`config.mk`:
```
export PLATFORM = sky130hd
export DESIGN_NAME = touch_dimmer_controller
export DESIGN_NICKNAME = d
export VERILOG_FILES = /design/src/sv/tdc_pkg.sv /design/src/sv/tdc_step.sv /design/src/sv/touch_dimmer_controller.sv
export VERILOG_INCLUDE_DIRS = /design/src /design/src/sv
export SDC_FILE = /design/constraint.sdc
export NUM_CORES = 1
export LEC_CHECK = 0
export ABC_AREA = 1
export BUFFER_PORTS_ARGS = -buffer_cell sky130_fd_sc_hd__buf_2
export CORE_MARGIN = 3
export CORE_UTILIZATION = 40
export CTS_BUF_LIST = sky130_fd_sc_hd__clkbuf_16
export CTS_CLUSTER_SIZE = 14
export DETAILED_ROUTE_END_ITERATION = 12
export HOLD_SLACK_MARGIN = 0.15
export PLACE_DENSITY_LB_ADDON = 0.3
export SETUP_SLACK_MARGIN = 0.15
export SKIP_LAST_GASP = 1
export SLEW_MARGIN = 20
export SYNTH_ARGS = -nofsm -noshare
export SYNTH_HDL_FRONTEND = slang
export SYNTH_SLANG_ARGS = --single-unit
```
`constraint.sdc`:
```
create_clock -name clk -period 3.25 [get_ports clk]
set_clock_uncertainty 0.05 [all_clocks]
set_input_delay 0.1625 -clock clk [delete_from_list [all_inputs] [get_ports clk]]
set_output_delay 0.1625 -clock clk [all_outputs]
set_load 0.005 [all_outputs]
```
`src/sv/assert_macros.svh`:
```
// Assertion helpers shared by the RTL. Each use expands to one labeled
// concurrent assertion clocked on clk.
`ifndef ASSERT_MACROS_SVH
`define ASSERT_MACROS_SVH

// Checked only outside reset.
`define ASSERT_CLK(label, prop) \
  label: assert property (@(posedge clk) disable iff (rst) (prop)) \
    else $error("assertion failed");

// Checked at every edge, reset included.
`define ASSERT_CLK_ALWAYS(label, prop) \
  label: assert property (@(posedge clk) (prop)) \
    else $error("assertion failed");

`endif

```
`src/sv/tdc_pkg.sv`:
```
package tdc_pkg;

  // Width of the grasp and hold counters.
  localparam int TICK_BITS = 16;
  // Width of the two tick thresholds in the register file.
  localparam int CFG_TICK_BITS = 16;
  localparam int LEVEL_BITS = 4;
  localparam int CFG_DATA_BITS = 16;
  localparam int CFG_INDEX_BITS = 2;
  // Common width for counter/threshold compares.
  localparam int CMP_W = (TICK_BITS > CFG_TICK_BITS) ? TICK_BITS : CFG_TICK_BITS;

  typedef logic [TICK_BITS-1:0] tick_t;
  typedef logic [CFG_TICK_BITS-1:0] cfg_tick_t;
  typedef logic [LEVEL_BITS-1:0] level_t;
  typedef logic [CMP_W-1:0] cmp_t;

  localparam tick_t TICK_MAX = {TICK_BITS{1'b1}};

  // Register reset values.
  localparam cfg_tick_t SHORT_PRESS_RESET = CFG_TICK_BITS'(50);
  localparam cfg_tick_t HOLD_STEP_RESET = CFG_TICK_BITS'(1000);
  localparam level_t TOP_LEVEL_RESET = LEVEL_BITS'(10);

  // Register indexes.
  localparam logic [CFG_INDEX_BITS-1:0] CFG_SHORT_PRESS = 2'd0;
  localparam logic [CFG_INDEX_BITS-1:0] CFG_HOLD_STEP = 2'd1;
  localparam logic [CFG_INDEX_BITS-1:0] CFG_TOP_LEVEL = 2'd2;

  typedef enum logic [2:0] {
    OP_GRASP       = 3'd0,
    OP_RELEASE     = 3'd1,
    OP_TICK        = 3'd2,
    OP_RESET       = 3'd3,
    OP_WRITE_LEVEL = 3'd4,
    OP_WRITE_SAVED = 3'd5
  } op_t;

  typedef enum logic [1:0] {
    MODE_INC_ON  = 2'd0,
    MODE_INC_OFF = 2'd1,
    MODE_DEC_ON  = 2'd2,
    MODE_DEC_OFF = 2'd3
  } mode_t;

  typedef struct packed {
    cfg_tick_t short_press_ticks;
    cfg_tick_t hold_step_ticks;
    level_t    top_level;
  } cfg_t;

  typedef struct packed {
    logic   grasped;
    tick_t  grasp_ticks;
    tick_t  hold_ticks;
    level_t level_now;
    level_t level_saved;
    mode_t  mode;
  } state_t;

  typedef struct packed {
    logic touch;
    logic hold;
  } flags_t;

endpackage

```
`src/sv/tdc_step.sv`:
```
// Next-state logic for one item: button counters, toggle, ramp step, reset and level writes.
module tdc_step (
  input  tdc_pkg::state_t       cur,
  input  tdc_pkg::cfg_t         cfg,
  input  logic [2:0]            op,
  input  tdc_pkg::level_t       value,
  output tdc_pkg::state_t       nxt,
  output tdc_pkg::flags_t       flags
);

  function automatic tdc_pkg::tick_t sat_inc(input tdc_pkg::tick_t v);
    sat_inc = (v == tdc_pkg::TICK_MAX) ? v : v + 1'b1;
  endfunction

  tdc_pkg::tick_t   grasp_inc;
  tdc_pkg::tick_t   hold_inc;
  logic             press_ok;
  logic             step_due;
  logic [4:0]       level_up;
  tdc_pkg::state_t  toggled;
  tdc_pkg::state_t  stepped;

  assign grasp_inc = sat_inc(cur.grasp_ticks);
  assign hold_inc  = sat_inc(cur.hold_ticks);
  assign step_due  = tdc_pkg::cmp_t'(hold_inc) > tdc_pkg::cmp_t'(cfg.hold_step_ticks);
  assign press_ok  = (tdc_pkg::cmp_t'(cur.grasp_ticks) > tdc_pkg::cmp_t'(cfg.short_press_ticks))
                  && (tdc_pkg::cmp_t'(cur.grasp_ticks) < tdc_pkg::cmp_t'(cfg.hold_step_ticks));
  assign level_up  = {1'b0, cur.level_now} + 5'd1;

  // On/off toggle: on saves and goes dark, off restores the saved level.
  always_comb begin
    toggled = cur;
    case (cur.mode)
      tdc_pkg::MODE_INC_ON: begin
        toggled.level_saved = cur.level_now;
        toggled.level_now   = '0;
        toggled.mode        = tdc_pkg::MODE_INC_OFF;
      end
      tdc_pkg::MODE_DEC_ON: begin
        toggled.level_saved = cur.level_now;
        toggled.level_now   = '0;
        toggled.mode        = tdc_pkg::MODE_DEC_OFF;
      end
      tdc_pkg::MODE_INC_OFF: begin
        toggled.level_now = cur.level_saved;
        toggled.mode      = tdc_pkg::MODE_INC_ON;
      end
      default: begin
        toggled.level_now = cur.level_saved;
        toggled.mode      = tdc_pkg::MODE_DEC_ON;
      end
    endcase
  end

  // Ramp step: up to top_level, then down to zero, clamped at both ends.
  always_comb begin
    stepped = cur;
    if (cur.mode inside {tdc_pkg::MODE_INC_ON, tdc_pkg::MODE_INC_OFF}) begin
      if (level_up >= {1'b0, cfg.top_level}) begin
        stepped.level_now = cfg.top_level;
        stepped.mode      = tdc_pkg::MODE_DEC_ON;
      end else begin
        stepped.level_now = level_up[3:0];
        if (cur.mode == tdc_pkg::MODE_INC_OFF) stepped.mode = tdc_pkg::MODE_DEC_ON;
      end
    end else begin
      if (cur.level_now <= 4'd1) begin
        stepped.level_now = '0;
        stepped.mode      = tdc_pkg::MODE_INC_ON;
      end else begin
        stepped.level_now = cur.level_now - 4'd1;
        if (cur.mode == tdc_pkg::MODE_DEC_OFF) stepped.mode = tdc_pkg::MODE_INC_ON;
      end
    end
  end

  always_comb begin
    nxt         = cur;
    flags.touch = 1'b0;
    flags.hold  = 1'b0;
    case (op)
      tdc_pkg::OP_GRASP: begin
        if (!cur.grasped) begin
          nxt.grasp_ticks = '0;
          nxt.hold_ticks  = '0;
          nxt.grasped     = 1'b1;
        end
      end
      tdc_pkg::OP_RELEASE: begin
        if (cur.grasped) begin
          if (press_ok) begin
            nxt         = toggled;
            flags.touch = 1'b1;
          end
          nxt.grasp_ticks = '0;
          nxt.hold_ticks  = '0;
          nxt.grasped     = 1'b0;
        end
      end
      tdc_pkg::OP_TICK: begin
        if (cur.grasped) begin
          if (step_due) begin
            nxt            = stepped;
            flags.hold     = 1'b1;
            nxt.hold_ticks = '0;
          end else begin
            nxt.hold_ticks = hold_inc;
          end
          nxt.grasp_ticks = grasp_inc;
        end
      end
      tdc_pkg::OP_RESET: begin
        nxt.grasp_ticks = '0;
        nxt.grasped     = 1'b0;
        nxt.level_now   = '0;
        nxt.level_saved = '0;
        nxt.mode        = tdc_pkg::MODE_INC_OFF;
      end
      tdc_pkg::OP_WRITE_LEVEL: begin
        nxt.level_now = (value > cfg.top_level) ? cfg.top_level : value;
      end
      tdc_pkg::OP_WRITE_SAVED: begin
        nxt.level_saved = (value > cfg.top_level) ? cfg.top_level : value;
      end
      default: begin
      end
    endcase
  end

endmodule

```
`src/sv/touch_dimmer_controller.sv`:
```
// Single-button touch dimmer. Each input item (grasp, release, millisecond
// tick, reset, level write, saved-level write) passes once through the
// step logic and yields exactly one result item carrying the level, the
// saved level, the ramp mode, the grasp flag and the two event flags. The
// block takes one item per clock cycle while in_stall is low: the only
// register between input and output is the result register, and
// in_stall rises only while a result waits under out_stall.
// Configuration writes (cfg_index 0 short press ticks, 1 hold step ticks,
// 2 top level, 3 ignored) are always ready and take effect next cycle.
`include "assert_macros.svh"

module touch_dimmer_controller (
  input  logic                                  clk,
  input  logic                                  rst,
  // item input
  input  logic                                  in_valid,
  output logic                                  in_stall,
  input  logic [2:0]                            op,
  input  tdc_pkg::level_t                       value,
  // result output
  output logic                                  out_valid,
  input  logic                                  out_stall,
  output tdc_pkg::level_t                       level,
  output tdc_pkg::level_t                       saved_level,
  output logic [1:0]                            dimmer_mode,
  output logic                                  is_grasped,
  output logic                                  touch_fired,
  output logic                                  hold_fired,
  // register writes
  input  logic                                  cfg_valid,
  output logic                                  cfg_ready,
  input  logic [tdc_pkg::CFG_INDEX_BITS-1:0]    cfg_index,
  input  logic [tdc_pkg::CFG_DATA_BITS-1:0]     cfg_data
);

  tdc_pkg::cfg_t   cfg;
  tdc_pkg::state_t state;
  tdc_pkg::state_t state_next;
  tdc_pkg::flags_t flags;
  logic            in_take;

  // Result register frees up when empty or being drained this cycle.
  assign in_stall  = out_valid && out_stall;
  assign in_take   = in_valid && !in_stall;
  assign cfg_ready = 1'b1;

  // Register file.
  always_ff @(posedge clk) begin
    if (rst) begin
      cfg.short_press_ticks <= tdc_pkg::SHORT_PRESS_RESET;
      cfg.hold_step_ticks   <= tdc_pkg::HOLD_STEP_RESET;
      cfg.top_level         <= tdc_pkg::TOP_LEVEL_RESET;
    end else if (cfg_valid && cfg_ready) begin
      case (cfg_index)
        tdc_pkg::CFG_SHORT_PRESS: cfg.short_press_ticks <= cfg_data;
        tdc_pkg::CFG_HOLD_STEP:   cfg.hold_step_ticks   <= cfg_data;
        tdc_pkg::CFG_TOP_LEVEL:   cfg.top_level         <= cfg_data[tdc_pkg::LEVEL_BITS-1:0];
        default: begin
        end
      endcase
    end
  end

  tdc_step u_step (
    .cur   (state),
    .cfg   (cfg),
    .op    (op),
    .value (value),
    .nxt   (state_next),
    .flags (flags)
  );

  // Dimmer state advances on every accepted item.
  always_ff @(posedge clk) begin
    if (rst) begin
      state.grasped     <= 1'b0;
      state.grasp_ticks <= '0;
      state.hold_ticks  <= '0;
      state.level_now   <= '0;
      state.level_saved <= '0;
      state.mode        <= tdc_pkg::MODE_INC_OFF;
    end else if (in_take) begin
      state <= state_next;
    end
  end

  // Result register: valid is control, payload loads with the item.
  always_ff @(posedge clk) begin
    if (rst) begin
      out_valid <= 1'b0;
    end else if (in_take) begin
      out_valid <= 1'b1;
    end else if (!out_stall) begin
      out_valid <= 1'b0;
    end
  end

  always_ff @(posedge clk) begin
    if (in_take) begin
      level       <= state_next.level_now;
      saved_level <= state_next.level_saved;
      dimmer_mode <= state_next.mode;
      is_grasped  <= state_next.grasped;
      touch_fired <= flags.touch;
      hold_fired  <= flags.hold;
    end
  end

  // A toggle and a ramp step come from different ops.
  `ASSERT_CLK(a_one_event, out_valid |-> !(touch_fired && hold_fired))
  // A toggle always ends the press; a ramp step happens only while held.
  `ASSERT_CLK(a_touch_released, (out_valid && touch_fired) |-> !is_grasped)
  `ASSERT_CLK(a_hold_grasped, (out_valid && hold_fired) |-> is_grasped)
  // Input backs up only behind a held result.
  `ASSERT_CLK_ALWAYS(a_stall_cause, in_stall |-> out_valid)

endmodule
```
==> flow_summary.yaml <==
run_status:
  status: "finished, final reports clean"
worst_setup_path:
  cp_common_cell: "nand2_2"
  worst_r2r_path_depth: 20
  crit_arrival_ns: 3.17
  reg2reg_slack_ns: 0.13
  required_ns: 3.31
  slowest_stage: "dfxtp_2"
  reg2reg_to: "level[3]$_DFFE_PP_"
  critPathTopFamily: "simple AND/OR/NAND/NOR gates"
  cp-start-kind: "flop"
  worstReg2RegStart: "state[11]$_SDFFE_PP0P_"
  path_class: "reg -> reg"
  crit_fanout: 5
  critPathBufInv: 2
  worstPathCellList: "ha_4 > nand2_2 > inv_2 > nand3b_4 > nor2_4 > nand2_4 > nor3_4 > nand3_4 > nand2_2 > xor2_2 > ha_4 > a21oi_1 > o21ai_1 > a21oi_2 > nand2_2 > buf_4 > nand4_1 > o21ai_1 > nor2_1 > nand2_1"
  max_stage_delay_ns: 0.36
  cp-end-kind: "flop"
layout:
  synthToLayoutAreaGrowth_pct: 24.13
  design_area_mm2: 0.007473
  layout_commonest_cell: "nand2_1"
  layout.cells.non_filler: 1145
  layout_common_cells: "nand2_1 (189), inv_1 (117), a21oi_1 (82), dfxtp_1 (78), nor2_1 (60)"
  diodes: 0
  fin_nets: 1046
  layout-drive-gt1-share_pct: 19.25
cts:
  cts_buffer_depth: 2
  clk_latency_ns: 0.36
  clock_sinks: 93
  cts.htree.levels: 3
  root_buffer: "clkbuf_16"
  cts_tree: "done"
  clkTransAtPathRegs_ns: 0.07
  cts_made_buffers: 9
timing:
  slew_headroom_pct: 45.01
  worstMarginPinSlew_ns: 0.8240
  fin_crit_sh_pct: 95.96
  setup_slack_ns: 0.1312
  finalHoldViolations: 0
  fmax_mhz: 320.6
  setup_viol: 0
  final_max_slew_viol_count: 0
  fin_crit_ns: 3.119
  rsz0062_at_grt: "yes"
worst_hold_path:
  min_from: "cfg_index[0]"
  min_to: "cfg[2]$_SDFFE_PP0P_"
  hp-class: "in -> reg"
  min_path_cells: 4
floorplanning:
  io_pins: 46
  die-width_um: 128.7
  rows: 44
  core_mm2: 0.01464
  dieArea_mm2: 0.01656
  die_h_um: 128.7
  start_util_pct: 41.11
synth:
  postSynthAreaPerCell_um2: 7.025
  synth_area_leaders: "dfxtp_1 (27%), ha_1 (12%), nand2_1 (12%)"
  ys_seq_area_share_pct: 33.08
  ys_ff_latch: 93
  syn-num-nets: 947
  ys.warnings.count: 0
  synth_top_area_share_pct: 26.60
  yosysTopAreaCell: "dfxtp_1"
  synth.distinct_cells: 48
  netlist_area_mm2: 0.006021
  synthCells: 857
global_routing:
  first_global_vias: 5429
  antenna_found_initial: 0
  overflow: 0
  grt_first_pass_wirelength_um: 25150
  grt_max_degree: 39
  track_usage_pct: 18.96
placed_design:
  dp_hpwl_um: 11470
  io_buffers: 44
  dpl-instance-area_mm2: 0.006544
  dpl.cell_count: 1088
  gp_congestion: 0.8201
  place_ws_ns: -0.1577
drt:
  vias_per_cell: 5.117
  dr.pass1.iters: 5
  drtAntennaViolNets: 0
  drt_iter0_drc: 389
  wl_per_cell_um: 14.08
  vias: 5859
  drc: 0
  wl_um: 16120
pwr:
  p_per_area_mw_per_mm2: 361.4
  irDropWorstVdd_mv: 0.2522
  leakagePower_uw: 0.003518
run:
  max_cap_violations: 0
==> per-layer routing <==
metal	wire (µm)	global-route usage, %	vias to the layer above	part of all wire (%)
li1	-	-	3018	-
met1	7422	23.26	2696	46
met2	7673	33.17	112	48
met3	585	3.445	33	3.6
met4	440	6.856	0	2.7
met5	0	0	-	0
==> state kept, by name (all words and copies together) (netlist names) <==
| signal | flops |
|---|---|
| state | 43 |
| cfg | 36 |
| level | 4 |
| saved_level | 4 |
| dimmer_mode | 2 |
| hold_fired | 1 |
| is_grasped | 1 |
| out_valid | 1 |
| touch_fired | 1 |
==> area by class of cell <==
class	count	area, µm²
sequential	93	1994
timing repair buffer	106	747.0
clock buffer	9	225.2
fill	1417	7171
tap	184	230.2
inverter	135	509.2
clock inverter	7	60.06
multi-input combinational	611	3707
==> Yosys cell counts (all sizes together) <==
library cell,count
nand3b,2
and2,1
a21oi,88
conb,1
o21ai,52
inv,133
o21bai,1
a31oi,4
dfxtp,80
xor2,8
nand4,19
o22a,1
buf,5
or2,5
clkinv,2
nand3,49
nor4,2
xnor2,2
and3,2
a2bb2oi,1
a21boi,1
edfxtp,13
nand2,202
a21o,1
nor2,71
ha,60
o211ai,12
o21a,2
nor3,18
a211oi,5
clkbuf,14
==> cells by family after synthesis <==
logic type,after synthesis,synth area share [%]
simple gates,371,27.58
compound gates,168,15.27
buf+inv,154,9.954
flops,93,33.08
fa+ha+maj,60,12.47
xor+xnor,10,1.580
other cells,1,0.06228
==> power breakdown <==
part,internal [µW],switching (µW)
registers,1220,29.7
logic,148,255
clock network,587,463
==> metrics by stage <==
| stage | util [%] | setup TNS (ns) | total power [µW] | hold WS [ns] |
|---|---|---|---|---|
| 2_1_floorplan | - | 0 | 1521 | 0.2429 |
| 3_3_place_gp | 44.69 | -0.09024 | 1638 | 0.3832 |
| 3_5_place_dp | 44.69 | -1.559 | 1642 | 0.3797 |
| 4_1_cts | 49.24 | 0 | 2714 | 0.1541 |
| 5_1_grt | 51.03 | -0.3540 | 2832 | 0.1804 |
| 6_report | 51.03 | 0 | 2701 | 0.1608 |
==> tightest hold or removal path, stage by stage <==
cell	delay (ns)
buf_2	0.10
inv_1	0.05
nand3_1	0.13
a21oi_1	0.09
==> how the worst max path moves through the flow <==
stage / startpoint / to / slack [ns] / depth (start not counted)
floorplan: state[10]$_SDFFE_PP0P_ / dimmer_mode[0]$_DFFE_PP_ / 0.28 / 23
global placement: state[10]$_SDFFE_PP0P_ / dimmer_mode[0]$_DFFE_PP_ / -0.04 / 26
detailed placement: state[10]$_SDFFE_PP0P_ / state[15]$_SDFFE_PP0P_ / -0.16 / 19
CTS: state[11]$_SDFFE_PP0P_ / dimmer_mode[0]$_DFFE_PP_ / 0.13 / 23
global route: state[11]$_SDFFE_PP0P_ / state[1]$_SDFFE_PP0P_ / -0.09 / 21
finish: state[11]$_SDFFE_PP0P_ / level[3]$_DFFE_PP_ / 0.13 / 20
==> repair_timing <==
action	CTS	global route
resized for setup	27	39
hold buffers	20	0
gates cloned	0	1
pin swaps	19	26
endpoints found under the hold margin	37	0
setup buffers	12	8
endpoints found under the setup margin	28	29
No activity file was read; power rests on OpenSTA's default activity.
